==> src/hw/rtl/esa_pkg.sv <==
// Package with the beat types, command codes and step tables of the setpoint adjuster.
`timescale 1ns / 1ps
`default_nettype none
package esa_pkg;

	localparam int VoltW  = 25;
	localparam int CurrW  = 23;
	localparam int EntryW = 32;
	localparam int ClampW = EntryW + 1;

	localparam logic [2:0] CMD_ENCODER   = 3'd0;
	localparam logic [2:0] CMD_STEP_UP   = 3'd1;
	localparam logic [2:0] CMD_STEP_DOWN = 3'd2;
	localparam logic [2:0] CMD_SEL_TGT   = 3'd3;
	localparam logic [2:0] CMD_SEL_CHAN  = 3'd4;
	localparam logic [2:0] CMD_ENTRY     = 3'd5;

	localparam logic [1:0] TGT_VOLT     = 2'd0;
	localparam logic [1:0] TGT_CURR_POS = 2'd1;
	localparam logic [1:0] TGT_CURR_NEG = 2'd2;
	localparam logic [1:0] TGT_UNUSED   = 2'd3;

	localparam logic [1:0] UPD_NONE     = 2'd0;
	localparam logic [1:0] UPD_VOLT     = 2'd1;
	localparam logic [1:0] UPD_CURR_POS = 2'd2;
	localparam logic [1:0] UPD_CURR_NEG = 2'd3;

	localparam logic [2:0] STEP_MAX = 3'd4;

	localparam logic REG_VOLT_MAX = 1'b0;
	localparam logic REG_CURR_MAX = 1'b1;

	localparam logic [VoltW-1:0] VOLT_MAX_RESET = 25'd25000000;
	localparam logic [CurrW-1:0] CURR_MAX_RESET = 23'd5000000;
	localparam logic [VoltW-1:0] VOLT_RESET     = 25'd20000;
	localparam logic [CurrW-1:0] CURR_RESET     = 23'd1;
	localparam logic [VoltW-1:0] VOLT_LOW_ENC   = 25'd20000;
	localparam logic [VoltW-1:0] VOLT_LOW_ENTRY = 25'd10000;
	localparam logic [CurrW-1:0] CURR_LOW       = 23'd1;

	typedef struct packed {
		logic [2:0]        command;
		logic              clk_level;
		logic              dt_level;
		logic [1:0]        target_choice;
		logic              channel_choice;
		logic [EntryW-1:0] entry_value;
	} in_beat_t;

	typedef struct packed {
		logic [1:0]       updated;
		logic [VoltW-1:0] volt_out;
		logic [CurrW-1:0] curr_pos_out;
		logic [CurrW-1:0] curr_neg_out;
		logic [2:0]       step_out;
		logic [1:0]       target_out;
		logic             channel_out;
	} out_beat_t;

	// Decade steps in microvolts.
	function automatic logic [23:0] volt_step(input logic [2:0] idx);
		logic [23:0] s;
		case (idx)
			3'd0:    s = 24'd1000;
			3'd1:    s = 24'd10000;
			3'd2:    s = 24'd100000;
			3'd3:    s = 24'd1000000;
			default: s = 24'd10000000;
		endcase
		return s;
	endfunction

	// Decade steps in microamps.
	function automatic logic [19:0] curr_step(input logic [2:0] idx);
		logic [19:0] s;
		case (idx)
			3'd0:    s = 20'd100;
			3'd1:    s = 20'd1000;
			3'd2:    s = 20'd10000;
			3'd3:    s = 20'd100000;
			default: s = 20'd1000000;
		endcase
		return s;
	endfunction

	// The low limit wins first, so crossed limits still give a defined value.
	function automatic logic [VoltW-1:0] volt_clamp(input logic signed [ClampW-1:0] v,
			input logic [VoltW-1:0] lo, input logic [VoltW-1:0] hi);
		logic [VoltW-1:0] r;
		if (v < $signed({{(ClampW-VoltW){1'b0}}, lo})) begin
			r = lo;
		end else if (v > $signed({{(ClampW-VoltW){1'b0}}, hi})) begin
			r = hi;
		end else begin
			r = v[VoltW-1:0];
		end
		return r;
	endfunction

	function automatic logic [CurrW-1:0] curr_clamp(input logic signed [ClampW-1:0] v,
			input logic [CurrW-1:0] lo, input logic [CurrW-1:0] hi);
		logic [CurrW-1:0] r;
		if (v < $signed({{(ClampW-CurrW){1'b0}}, lo})) begin
			r = lo;
		end else if (v > $signed({{(ClampW-CurrW){1'b0}}, hi})) begin
			r = hi;
		end else begin
			r = v[CurrW-1:0];
		end
		return r;
	endfunction

endpackage
`default_nettype wire

==> src/hw/rtl/encoder_setpoint_adjuster.sv <==
// Top level of the front-panel setpoint adjuster: input register, update logic, result register.
// A result is registered in the result register when its command beat advances from the input register.
// Throughput: one command per cycle while no finished result is held by out_stall; the setpoint
// registers feed the combinational add and clamp between the input register and the result register.
// While a finished result waits on out_stall, the input register takes one more beat and then stalls.
// Reset (arst_n low, asynchronous): setpoints 20 mV, 1 uA, 1 uA, step index, target,
// channel and encoder phase zero, limits 25 V and 5 A, both registers empty.
`timescale 1ns / 1ps
`default_nettype none
module encoder_setpoint_adjuster (
	input  wire                    clk,
	input  wire                    arst_n,
	input  wire                    in_valid,
	output logic                   in_stall,
	input  esa_pkg::in_beat_t      in_data,
	output logic                   out_valid,
	input  wire                    out_stall,
	output esa_pkg::out_beat_t     out_data,
	input  wire                    psel,
	input  wire                    penable,
	input  wire                    pwrite,
	input  wire  [2:0]             paddr,
	input  wire  [31:0]            pwdata,
	output logic [31:0]            prdata,
	output logic                   pready
);

	logic                          valid_s1;
	esa_pkg::in_beat_t             beat_s1;
	logic                          advance;

	logic [esa_pkg::VoltW-1:0]     volt_max_q;
	logic [esa_pkg::CurrW-1:0]     curr_max_q;
	logic [esa_pkg::VoltW-1:0]     volt_q;
	logic [esa_pkg::CurrW-1:0]     cpos_q;
	logic [esa_pkg::CurrW-1:0]     cneg_q;
	logic [2:0]                    step_q;
	logic [1:0]                    tgt_q;
	logic                          chan_q;
	logic                          phase_q;

	logic [esa_pkg::VoltW-1:0]     volt_d;
	logic [esa_pkg::CurrW-1:0]     cpos_d;
	logic [esa_pkg::CurrW-1:0]     cneg_d;
	logic [2:0]                    step_d;
	logic [1:0]                    tgt_d;
	logic                          chan_d;
	logic                          phase_d;
	logic [1:0]                    upd_d;

	logic                          out_valid_q;
	esa_pkg::out_beat_t            out_q;

	logic [2:0]                    si;
	logic                          up;
	logic [23:0]                   vstep;
	logic [19:0]                   cstep;
	logic signed [esa_pkg::ClampW-1:0] v_base, p_base, n_base;
	logic signed [esa_pkg::ClampW-1:0] v_sum, p_sum, n_sum, entry_s;
	logic                          cfg_wr;

	// ---------------- configuration port ----------------
	assign pready = 1'b1;
	assign cfg_wr = psel && penable && pwrite;

	always_ff @(posedge clk or negedge arst_n) begin
		if (!arst_n) begin
			volt_max_q <= esa_pkg::VOLT_MAX_RESET;
			curr_max_q <= esa_pkg::CURR_MAX_RESET;
		end else if (cfg_wr) begin
			case (paddr[2])
				esa_pkg::REG_VOLT_MAX: volt_max_q <= pwdata[esa_pkg::VoltW-1:0];
				esa_pkg::REG_CURR_MAX: curr_max_q <= pwdata[esa_pkg::CurrW-1:0];
				default: ;
			endcase
		end
	end

	always_comb begin
		case (paddr[2])
			esa_pkg::REG_VOLT_MAX: prdata = {{(32-esa_pkg::VoltW){1'b0}}, volt_max_q};
			esa_pkg::REG_CURR_MAX: prdata = {{(32-esa_pkg::CurrW){1'b0}}, curr_max_q};
			default:               prdata = 32'd0;
		endcase
	end

	// ---------------- handshake ----------------
	assign advance  = valid_s1 && (!out_valid_q || !out_stall);
	assign in_stall = valid_s1 && !advance;

	always_ff @(posedge clk or negedge arst_n) begin
		if (!arst_n) begin
			valid_s1 <= 1'b0;
		end else if (in_valid && !in_stall) begin
			valid_s1 <= 1'b1;
		end else if (advance) begin
			valid_s1 <= 1'b0;
		end
	end

	always_ff @(posedge clk) begin
		if (in_valid && !in_stall) begin
			beat_s1 <= in_data;
		end
	end

	// ---------------- update logic ----------------
	assign si    = (step_q > esa_pkg::STEP_MAX) ? esa_pkg::STEP_MAX : step_q;
	assign up    = beat_s1.dt_level != beat_s1.clk_level;
	assign vstep = esa_pkg::volt_step(si);
	assign cstep = esa_pkg::curr_step(si);

	assign v_base  = $signed({{(esa_pkg::ClampW-esa_pkg::VoltW){1'b0}}, volt_q});
	assign p_base  = $signed({{(esa_pkg::ClampW-esa_pkg::CurrW){1'b0}}, cpos_q});
	assign n_base  = $signed({{(esa_pkg::ClampW-esa_pkg::CurrW){1'b0}}, cneg_q});
	assign entry_s = $signed({1'b0, beat_s1.entry_value});

	// Only the selected setpoint of the first channel moves; all three are clamped.
	always_comb begin
		logic signed [esa_pkg::ClampW-1:0] vs, cs;
		vs = $signed({{(esa_pkg::ClampW-24){1'b0}}, vstep});
		cs = $signed({{(esa_pkg::ClampW-20){1'b0}}, cstep});
		v_sum = v_base;
		p_sum = p_base;
		n_sum = n_base;
		if (!chan_q) begin
			case (tgt_q)
				esa_pkg::TGT_VOLT:     v_sum = up ? v_base + vs : v_base - vs;
				esa_pkg::TGT_CURR_POS: p_sum = up ? p_base + cs : p_base - cs;
				esa_pkg::TGT_CURR_NEG: n_sum = up ? n_base + cs : n_base - cs;
				default: ;
			endcase
		end
	end

	always_comb begin
		volt_d  = volt_q;
		cpos_d  = cpos_q;
		cneg_d  = cneg_q;
		step_d  = step_q;
		tgt_d   = tgt_q;
		chan_d  = chan_q;
		phase_d = phase_q;
		upd_d   = esa_pkg::UPD_NONE;
		case (beat_s1.command)
			esa_pkg::CMD_ENCODER: begin
				phase_d = !phase_q;
				// An encoder beat that finds the phase at one ends a detent, brings the phase back to zero and moves the setpoint.
				if (phase_q) begin
					volt_d = esa_pkg::volt_clamp(v_sum, esa_pkg::VOLT_LOW_ENC, volt_max_q);
					cpos_d = esa_pkg::curr_clamp(p_sum, esa_pkg::CURR_LOW, curr_max_q);
					cneg_d = esa_pkg::curr_clamp(n_sum, esa_pkg::CURR_LOW, curr_max_q);
					if (!chan_q) begin
						case (tgt_q)
							esa_pkg::TGT_VOLT:     upd_d = esa_pkg::UPD_VOLT;
							esa_pkg::TGT_CURR_POS: upd_d = esa_pkg::UPD_CURR_POS;
							esa_pkg::TGT_CURR_NEG: upd_d = esa_pkg::UPD_CURR_NEG;
							default:               upd_d = esa_pkg::UPD_NONE;
						endcase
					end
				end
			end
			esa_pkg::CMD_STEP_UP: begin
				step_d = (step_q < esa_pkg::STEP_MAX) ? step_q + 3'd1 : esa_pkg::STEP_MAX;
			end
			esa_pkg::CMD_STEP_DOWN: begin
				if (step_q != 3'd0) begin
					step_d = step_q - 3'd1;
				end
			end
			esa_pkg::CMD_SEL_TGT: begin
				if (beat_s1.target_choice != esa_pkg::TGT_UNUSED) begin
					tgt_d = beat_s1.target_choice;
				end
			end
			esa_pkg::CMD_SEL_CHAN: begin
				chan_d = beat_s1.channel_choice;
			end
			esa_pkg::CMD_ENTRY: begin
				if (!chan_q) begin
					case (tgt_q)
						esa_pkg::TGT_VOLT: begin
							volt_d = esa_pkg::volt_clamp(entry_s, esa_pkg::VOLT_LOW_ENTRY,
								volt_max_q);
							upd_d  = esa_pkg::UPD_VOLT;
						end
						esa_pkg::TGT_CURR_POS: begin
							cpos_d = esa_pkg::curr_clamp(entry_s, esa_pkg::CURR_LOW, curr_max_q);
							upd_d  = esa_pkg::UPD_CURR_POS;
						end
						esa_pkg::TGT_CURR_NEG: begin
							cneg_d = esa_pkg::curr_clamp(entry_s, esa_pkg::CURR_LOW, curr_max_q);
							upd_d  = esa_pkg::UPD_CURR_NEG;
						end
						default: ;
					endcase
				end
			end
			default: ;
		endcase
	end

	// ---------------- state and result registers ----------------
	always_ff @(posedge clk or negedge arst_n) begin
		if (!arst_n) begin
			volt_q  <= esa_pkg::VOLT_RESET;
			cpos_q  <= esa_pkg::CURR_RESET;
			cneg_q  <= esa_pkg::CURR_RESET;
			step_q  <= 3'd0;
			tgt_q   <= esa_pkg::TGT_VOLT;
			chan_q  <= 1'b0;
			phase_q <= 1'b0;
		end else if (advance) begin
			volt_q  <= volt_d;
			cpos_q  <= cpos_d;
			cneg_q  <= cneg_d;
			step_q  <= step_d;
			tgt_q   <= tgt_d;
			chan_q  <= chan_d;
			phase_q <= phase_d;
		end
	end

	always_ff @(posedge clk or negedge arst_n) begin
		if (!arst_n) begin
			out_valid_q <= 1'b0;
		end else if (advance) begin
			out_valid_q <= 1'b1;
		end else if (!out_stall) begin
			out_valid_q <= 1'b0;
		end
	end

	always_ff @(posedge clk) begin
		if (advance) begin
			out_q.updated      <= upd_d;
			out_q.volt_out     <= volt_d;
			out_q.curr_pos_out <= cpos_d;
			out_q.curr_neg_out <= cneg_d;
			out_q.step_out     <= step_d;
			out_q.target_out   <= tgt_d;
			out_q.channel_out  <= chan_d;
		end
	end

	assign out_valid = out_valid_q;
	assign out_data  = out_q;

	// ---------------- assertions ----------------
	a_step_range: assert property (@(posedge clk) disable iff (!arst_n)
		step_q <= esa_pkg::STEP_MAX)
		else $error("step index above its maximum");

	a_tgt_range: assert property (@(posedge clk) disable iff (!arst_n)
		tgt_q != esa_pkg::TGT_UNUSED)
		else $error("unused target code selected");

	a_result_follows: assert property (@(posedge clk) disable iff (!arst_n)
		advance |=> out_valid)
		else $error("advanced beat produced no result");

	a_phase_toggle: assert property (@(posedge clk) disable iff (!arst_n)
		(advance && beat_s1.command == esa_pkg::CMD_ENCODER) |=> (phase_q != $past(phase_q)))
		else $error("encoder edge did not toggle the phase");

	a_chan1_quiet: assert property (@(posedge clk) disable iff (!arst_n)
		(advance && chan_q) |=> (out_data.updated == esa_pkg::UPD_NONE))
		else $error("second channel reported a setpoint update");

endmodule
`default_nettype wire
==> config.mk <==
export PLATFORM = sky130hd
export DESIGN_NAME = encoder_setpoint_adjuster
export DESIGN_NICKNAME = d
export VERILOG_FILES = /design/src/hw/rtl/esa_pkg.sv /design/src/hw/rtl/encoder_setpoint_adjuster.sv
export SDC_FILE = /design/constraint.sdc
export NUM_CORES = 1
export LEC_CHECK = 0
export BUFFER_PORTS_ARGS = -buffer_cell sky130_fd_sc_hd__buf_2
export CAP_MARGIN = 20
export CORE_MARGIN = 2
export CORE_UTILIZATION = 50
export CTS_CLUSTER_SIZE = 16
export DETAILED_ROUTE_END_ITERATION = 10
export PLACE_DENSITY = 0.69
export SYNTH_ARGS = -nofsm -noshare
export SYNTH_HDL_FRONTEND = slang
export SYNTH_SLANG_ARGS = --single-unit
==> constraint.sdc <==
create_clock -name clk -period 14.4 [get_ports clk]
set_input_delay 2.16 -clock clk [delete_from_list [all_inputs] [get_ports clk]]
set_output_delay 2.16 -clock clk [all_outputs]
set_load 0.005 [all_outputs]
# Yosys cells after proc, flatten, opt, wreduce, memory -nomap -nowiden
# Cells that the tools add are included.
totals:
  reg_bits: 247
  input_bits: 82
  out_inout_bits: 114
  word_cells: 126
classes:
  add_sub_neg: 8
  n_lt_le_gt_ge: 12
  eq_ne: 13
  mux: 49
  bitwise_logic: 1
  n_reduce_logical: 19
op_table:
  columns: ["cell", "n"]
  rows:
  - ["2-to-1 mux 33 bit", 9]
  - ["2-to-1 mux 23 bit", 12]
  - ["2-to-1 mux 25 bit", 7]
  - ["one-hot mux 24 bit (4 select lines)", 1]
  - ["one-hot mux 23 bit (2 select lines)", 2]
  - ["one-hot mux 20 bit (4 select lines)", 1]
  - ["> comparator 33 x 24 -> 1 bit", 2]
  - ["< comparator 33 x 2 -> 1 bit (second input constant)", 2]
  - ["one-hot mux 32 bit (2 select lines)", 1]
  - ["one-hot mux 25 bit (2 select lines)", 1]
  - ["adder 23 x 20 -> 24 bit", 2]
  - ["subtractor 23 x 20 -> 24 bit", 2]
  - ["> comparator 33 x 26 -> 1 bit", 1]
  - ["< comparator 33 x 16 -> 1 bit (second input constant)", 1]
  - ["> comparator 32 x 23 -> 1 bit", 1]
  - ["> comparator 32 x 25 -> 1 bit", 1]
  - ["< comparator 32 x 1 -> 1 bit (second input constant)", 1]
  - ["< comparator 32 x 14 -> 1 bit (second input constant)", 1]
  - ["adder 25 x 24 -> 26 bit", 1]
  - ["subtractor 25 x 24 -> 26 bit", 1]
  - ["== test 3 x 2 -> 1 bit (second input constant)", 4]
  - ["2-to-1 mux 3 bit", 3]
  - ["2-to-1 mux 2 bit", 4]
  - ["== test 3 x 1 -> 1 bit (second input constant)", 2]
  - ["23 further kinds", 39]

# Longest topological paths before layout
logic_depth:
  ltp_word: 13
  ltp_mapped: 32
  depth_no_buf: 30

# Worst setup path before layout
# OpenSTA, ideal clock, no wires.
synth_path:
  kind: "flip-flop to flip-flop"
  startpoint: "register step_q[2]"
  endpoint: "register out_q (netlist bit out_data[18]), data pin"
  setup_ns: 0.274
  arrival_time_ns: 6.078
  required_time_ns: 14.126
  slack_ns: 8.047
  stages_incl_launch_ff: 26
  path_buffers: 2
  synth_period_minus_slack_ns: 6.353
  cell_sequence: "dfrtp_1 -> inv_1 -> nand2_1 -> or3_1 -> inv_1 -> nor2_1 -> ha_1 -> buf_2 -> or3b_1 -> a211oi_2 -> a41oi_1 -> a311o_1 -> o311a_1 -> o21a_1 -> o31ai_1 -> ha_1 -> nand4_1 -> nor4_1 -> o21ai_0 -> a21oi_1 -> o221ai_1 -> a21boi_2 -> buf_2 -> nand2_1 -> o21ai_0 -> o221ai_1"
synth_via:
  elab_chain_len: 13
  word_cells_on_any_way: 18
  cone_classes: "add/sub: 2; order compare: 3; eq/ne: 3; mux: 9; reduce/logical: 1"
synth_lines:
  columns: ["element", "line", "text"]
  rows:
  - ["from (decl)", "encoder_setpoint_adjuster.sv:37", "logic [2:0] step_q;"]
  - ["from (signal assigned)", "encoder_setpoint_adjuster.sv:217", "step_q <= step_d;"]
  - ["> comparator 3 bit", "encoder_setpoint_adjuster.sv:108", "assign si = (step_q > esa_pkg::STEP_MAX) ? esa_pkg::STEP_MAX : step_q;"]
  - ["2-to-1 mux 3 bit (*)", "encoder_setpoint_adjuster.sv:108", null]
  - ["== test 3 x 2 -> 1 bit, or another cell as far along", "esa_pkg.sv:76", "case (idx)"]
  - ["one-hot mux 20 bit (4 select lines) (*)", "esa_pkg.sv:76", null]
  - ["subtractor 23 x 20 -> 24 bit or adder 23 x 20 -> 24 bit (tied branches)", "encoder_setpoint_adjuster.sv:130", "esa_pkg::TGT_CURR_NEG: n_sum = up ? n_base + cs : n_base - cs;"]
  - ["2-to-1 mux 33 bit (*)", "encoder_setpoint_adjuster.sv:130", null]
  - ["2-to-1 mux 33 bit (*)", "encoder_setpoint_adjuster.sv:127", "case (tgt_q)"]
  - ["2-to-1 mux 33 bit (*)", "encoder_setpoint_adjuster.sv:126", "if (!chan_q) begin"]
  - ["> comparator 33 x 24 -> 1 bit", "esa_pkg.sv:105", "end else if (v > $signed({{(ClampW-CurrW){1'b0}}, hi})) begin"]
  - ["2-to-1 mux 23 bit", "esa_pkg.sv:105", null]
  - ["2-to-1 mux 23 bit (*)", "esa_pkg.sv:103", "if (v < $signed({{(ClampW-CurrW){1'b0}}, lo})) begin"]
  - ["2-to-1 mux 23 bit (*)", "encoder_setpoint_adjuster.sv:149", "if (phase_q) begin"]
  - ["one-hot mux 23 bit (2 select lines) (*)", "encoder_setpoint_adjuster.sv:145", "case (beat_s1.command)"]
  - ["via cneg_d, one bit", "encoder_setpoint_adjuster.sv:44", "logic [esa_pkg::CurrW-1:0] cneg_d;"]
  - ["to (decl)", "encoder_setpoint_adjuster.sv:52", "esa_pkg::out_beat_t out_q;"]
# The timed path passes the listed nets; every way through them passes the cells marked *.
# A chain may end at the register's enable or synchronous reset.

# Final worst setup path
layout_path:
  startpoint: "register step_q[2]"
  endpoint: "register out_q (netlist bit out_data[45]), data pin"
layout_via:
  elab_chain_len: 13
  word_cells_on_any_way: 18
  cone_classes: "add/sub: 2; order compare: 3; eq/ne: 3; mux: 9; reduce/logical: 1"
layout_lines:
  columns: ["element", "line", "text"]
  rows:
  - ["> comparator 3 bit", "encoder_setpoint_adjuster.sv:108", null]
  - ["2-to-1 mux 3 bit (*)", "encoder_setpoint_adjuster.sv:108", null]
  - ["== test 3 x 2 -> 1 bit, or another cell as far along", "esa_pkg.sv:76", null]
  - ["one-hot mux 20 bit (4 select lines) (*)", "esa_pkg.sv:76", null]
  - ["subtractor 23 x 20 -> 24 bit or adder 23 x 20 -> 24 bit (tied branches)", "encoder_setpoint_adjuster.sv:129", "esa_pkg::TGT_CURR_POS: p_sum = up ? p_base + cs : p_base - cs;"]
  - ["2-to-1 mux 33 bit (*)", "encoder_setpoint_adjuster.sv:129", null]
  - ["2-to-1 mux 33 bit (*)", "encoder_setpoint_adjuster.sv:127", null]
  - ["2-to-1 mux 33 bit (*)", "encoder_setpoint_adjuster.sv:126", null]
  - ["> comparator 33 x 24 -> 1 bit", "esa_pkg.sv:105", null]
  - ["2-to-1 mux 23 bit", "esa_pkg.sv:105", null]
  - ["2-to-1 mux 23 bit (*)", "esa_pkg.sv:103", null]
  - ["2-to-1 mux 23 bit (*)", "encoder_setpoint_adjuster.sv:149", null]
  - ["one-hot mux 23 bit (2 select lines) (*)", "encoder_setpoint_adjuster.sv:145", null]
  - ["via cpos_d, one bit", "encoder_setpoint_adjuster.sv:43", "logic [esa_pkg::CurrW-1:0] cpos_d;"]
# Marks and branches as above.

==> summary.txt <==
Run status
  • Outcome: finished clean

Yosys
  • Synth Cell Area: ~0.022 mm²
  • Ys async rst share: about half
  • Synth Area in Simple Gates: about 17%
  • Netlist cell types: 94
  • Share of the synthesized area in the top cell type: between 10% and 20%
  • Ys Warns: 0
  • Synth top cells by count: 230 x ha_1, 223 x nand2_1, 212 x o21ai_0
  • Cells after Synth: ~2,500
  • Post-synth top flop: edfxtp_1
  • Mean post-synth cell area: approximately 8.7 µm²
  • Largest family of logic cells by synthesized area: compound AO/OA/AOI/OAI gates
  • Adder-cell area share of the yosys netlist: around 14%
  • Top cells by area, synth: edfxtp_1 16%, ha_1 13%, dfrtp_1 11%
  • Synth Area in Compound Gates: approximately a quarter
  • Seq/Total Area, Yosys: a little over 30%
  • Top-count cell post-synth: ha_1
  • Post-synth EDFFs: approximately 120
  • Top cell type by total area after synthesis: edfxtp_1
  • Xor-xnor portion of the synthesized cell area: 1.352%
  • Synth Register Bits: roughly 250
  • Post-synthesis mux area share: under 10%

Floorplanning
  • Die width: 213.9 µm
  • Site Rows: between 70 and 80
  • Placeable Area: approximately 0.043 mm²
  • Initial Util: approximately half
  • Die Footprint: approximately 0.046 mm²
  • Ports: about 200
  • Die height: ~210 µm

Drt
  • Post-route ant nets: 0
  • Routed WL per cell: ~27 µm
  • Via Count: approximately 22,000
  • Final wirelength: 87.17 mm
  • Vias per cell: between 6 and 7
  • Number of remaining DRC errors: 0
  • Number of DRC markers in iteration 0: around 3,100
  • First-pass iteration count of the detailed router: 6

Critical path
  • Flop2flop setup slack: approximately 5.5 ns
  • Req. time, crit path: 14.70 ns
  • Critical path arrival: just over 9 ns
  • R2r endpoint: out_data[45]$_DFFE_PP_
  • Worst r2r src: step_q[2]$_DFFE_PN0P_
  • WS Path Type: register to register
  • Critical Path End Type: register
  • Worst Reg-to-Reg Cells: 25
  • Worst Path Max Fanout: 19
  • CP Launch Type: register

Global routing
  • Antenna violations before repair: 3
  • Largest net degree at the start of global routing: 79
  • Number of global-route vias before repair: slightly above 20,000
  • Total track usage: a little under two fifths
  • GRT overflow: 0
  • Global-route wire length before repair: 128.5 mm

Clock tree
  • CTS resizes: 0
  • Max clock buf depth: 3
  • # Post-CTS Setup Buffers: 0
  • CTS Buf Count: 29
  • CTS tree: yes
  • Hold-fix buffers at CTS: 0
  • CTS clk-pin slew, worst paths: ~0.060 ns
  • CTS HTree Levels: 1
  • Worst-skew pair later-pin latency: approximately 0.60 ns
  • Clock Sinks: roughly 250
  • Root Buffer: clkbuf_16

Power
  • Leakage power: between 10 and 15 nW
  • PD cells: around 230 mW/mm²
  • VDD IR max: 0.0001386 V

STA
  • Unrepaired setup endpoints after global routing: false
  • Pins Over Slew Limit: 0
  • Max Fclk: 0.1124 GHz
  • Final Cycle Share: around three fifths
  • Min Tclk post-route: between 8 and 9 ns
  • Post-Route Skew: approximately 0.036 ns
  • Hold Fails Final Rpt: 0
  • Fin Setup TNS: 0 ns
  • Tightest Pin Transition: around 1.1 ns
  • Slew headroom: between 20% and 30%
  • Final setup fails: 0

Final layout
  • Fillers: 3,924
  • # diodes: 0
  • Nets@finish: 2,971
  • Layout cells sized above 1: between 10 and 15%
  • Area grow syn2layout: 10.48%
  • Final Cell Area: between 0.02 and 0.025 mm²

Worst hold path
  • Hold Crit Class: register to register
  • Hold wc startpoint: volt_max_q[17]$_DFFE_PN0P_
  • Cells on Worst Hold Path: 1
  • End of the worst hold path: volt_max_q[17]$_DFFE_PN0P_

Flow run
  • Total of max-cap violations: 0

Placement
  • IO Port Bufs: 178
  • Dpl cell area: between 0.02 and 0.025 mm²
  • HPWL after DPL: ~66 mm
  • Placer congestion estimate: 1.039
==> metrics by stage <==
| stage | setup WS [ns] | util, % | power (W) | cells | hold slack, ns |
|---|---|---|---|---|---|
| after floorplan | 8.048 | - | 0.003665 | 2549 | 0.4574 |
| after global routing | 5.102 | 56.23 | 0.006065 | 3261 | 0.5210 |
| after CTS | 5.785 | 56.18 | 0.005540 | 3257 | 0.5064 |
| after global placement | 5.819 | 53.94 | 0.004700 | 3203 | 0.4875 |
| final | 5.503 | 56.23 | 0.005693 | 3261 | 0.5076 |
| after detailed placement | 5.801 | 53.94 | 0.004763 | 3203 | 0.4940 |
==> state kept, by name, summed over array words and instances, names as in the netlist <==
name / flops
beat_s1: 40
chan_q: 1
cneg_q: 23
cpos_q: 23
curr_max_q: 23
out_data: 79
out_valid: 1
phase_q: 1
step_q: 3
tgt_q: 2
valid_s1: 1
volt_max_q: 25
volt_q: 25
==> per-layer routing <==
layer / GRT usage (%) / share of wire, %
met2: 52.84 / 40
met5: 0 / 0.016
met1: 54.08 / 42
met3: 8.245 / 12
met4: 18.87 / 5.6
==> cell usage in the layout, fill, tap and decap left out, types with 27 or more instances in the layout <==
cell type,count
nor2_1,195
a21oi_1,172
mux2_2,53
buf_4,31
nor3_1,51
clkbuf_16,30
ha_1,230
nand3_1,53
nand2_1,222
buf_2,177
o31ai_1,36
o21ai_0,211
nand4_1,35
nor2b_1,35
dfstp_2,27
a21o_1,60
edfxtp_1,119
a22oi_1,79
dfrtp_1,101
o211ai_1,29
mux2i_1,70
inv_1,135
==> critical path, cell delays in order (launching register included) <==
cell      delay, ns
dfrtp_1        0.32
buf_4          0.32
inv_1          0.23
buf_4          0.27
nand2_1        0.37
inv_1          0.32
nand2_1        0.50
nand2_1        0.43
ha_1           0.66
nor3b_1        0.82
o21ai_0        0.42
and2_1         0.28
a221o_1        0.38
and3_1         0.17
o21ai_0        0.57
nand2_1        0.21
ha_1           0.35
a21o_1         0.19
a21o_1         0.18
a21oi_1        0.14
nor2b_1        0.06
o211ai_1       0.22
a31oi_2        0.21
buf_4          0.31
mux2i_1        0.17
o21ai_0        0.47
==> how the worst max path moves through the flow <==
stage	startpoint	to	slack, ns	depth (start not counted)
finish	step_q[2]$_DFFE_PN0P_	out_data[45]$_DFFE_PP_	5.50	25
global route	step_q[2]$_DFFE_PN0P_	out_data[10]$_DFFE_PP_	5.10	27
CTS	step_q[2]$_DFFE_PN0P_	out_data[10]$_DFFE_PP_	5.78	27
detailed placement	step_q[2]$_DFFE_PN0P_	out_data[10]$_DFFE_PP_	5.80	27
global placement	step_q[2]$_DFFE_PN0P_	out_data[10]$_DFFE_PP_	5.82	27
floorplan	step_q[2]$_DFFE_PN0P_	out_data[18]$_DFFE_PP_	8.05	25
==> power breakdown <==
part | leakage [nW] | internal (W) | switching (W)
combinational | 7.37 | 0.00134 | 0.00239
sequential | 2.76 | 0.000943 | 0.000263
clock | 0.460 | 0.000429 | 0.000332
==> cells by family after synthesis <==
group | Yosys count
mux | 123
flops | 247
xor+xnor | 34
simple gates | 757
fa+ha+maj | 236
buf+inv | 276
other cells | 2
compound gates | 868
==> layout make-up <==
| cell class | count | area, µm² | share of cell area, % |
|---|---|---|---|
| timing repair buffer | 212 | 1145 | 4.706 |
| multi-input combinational | 2026 | 14160 | 58.19 |
| clock buffer | 35 | 789.5 | 3.245 |
| inverter | 137 | 516.7 | 2.124 |
| sequential | 247 | 6810 | 27.99 |
| tap | 585 | 732.0 | 3.009 |
| clock inverter | 19 | 178.9 | 0.7354 |
(Power assumes the default switching activity.)
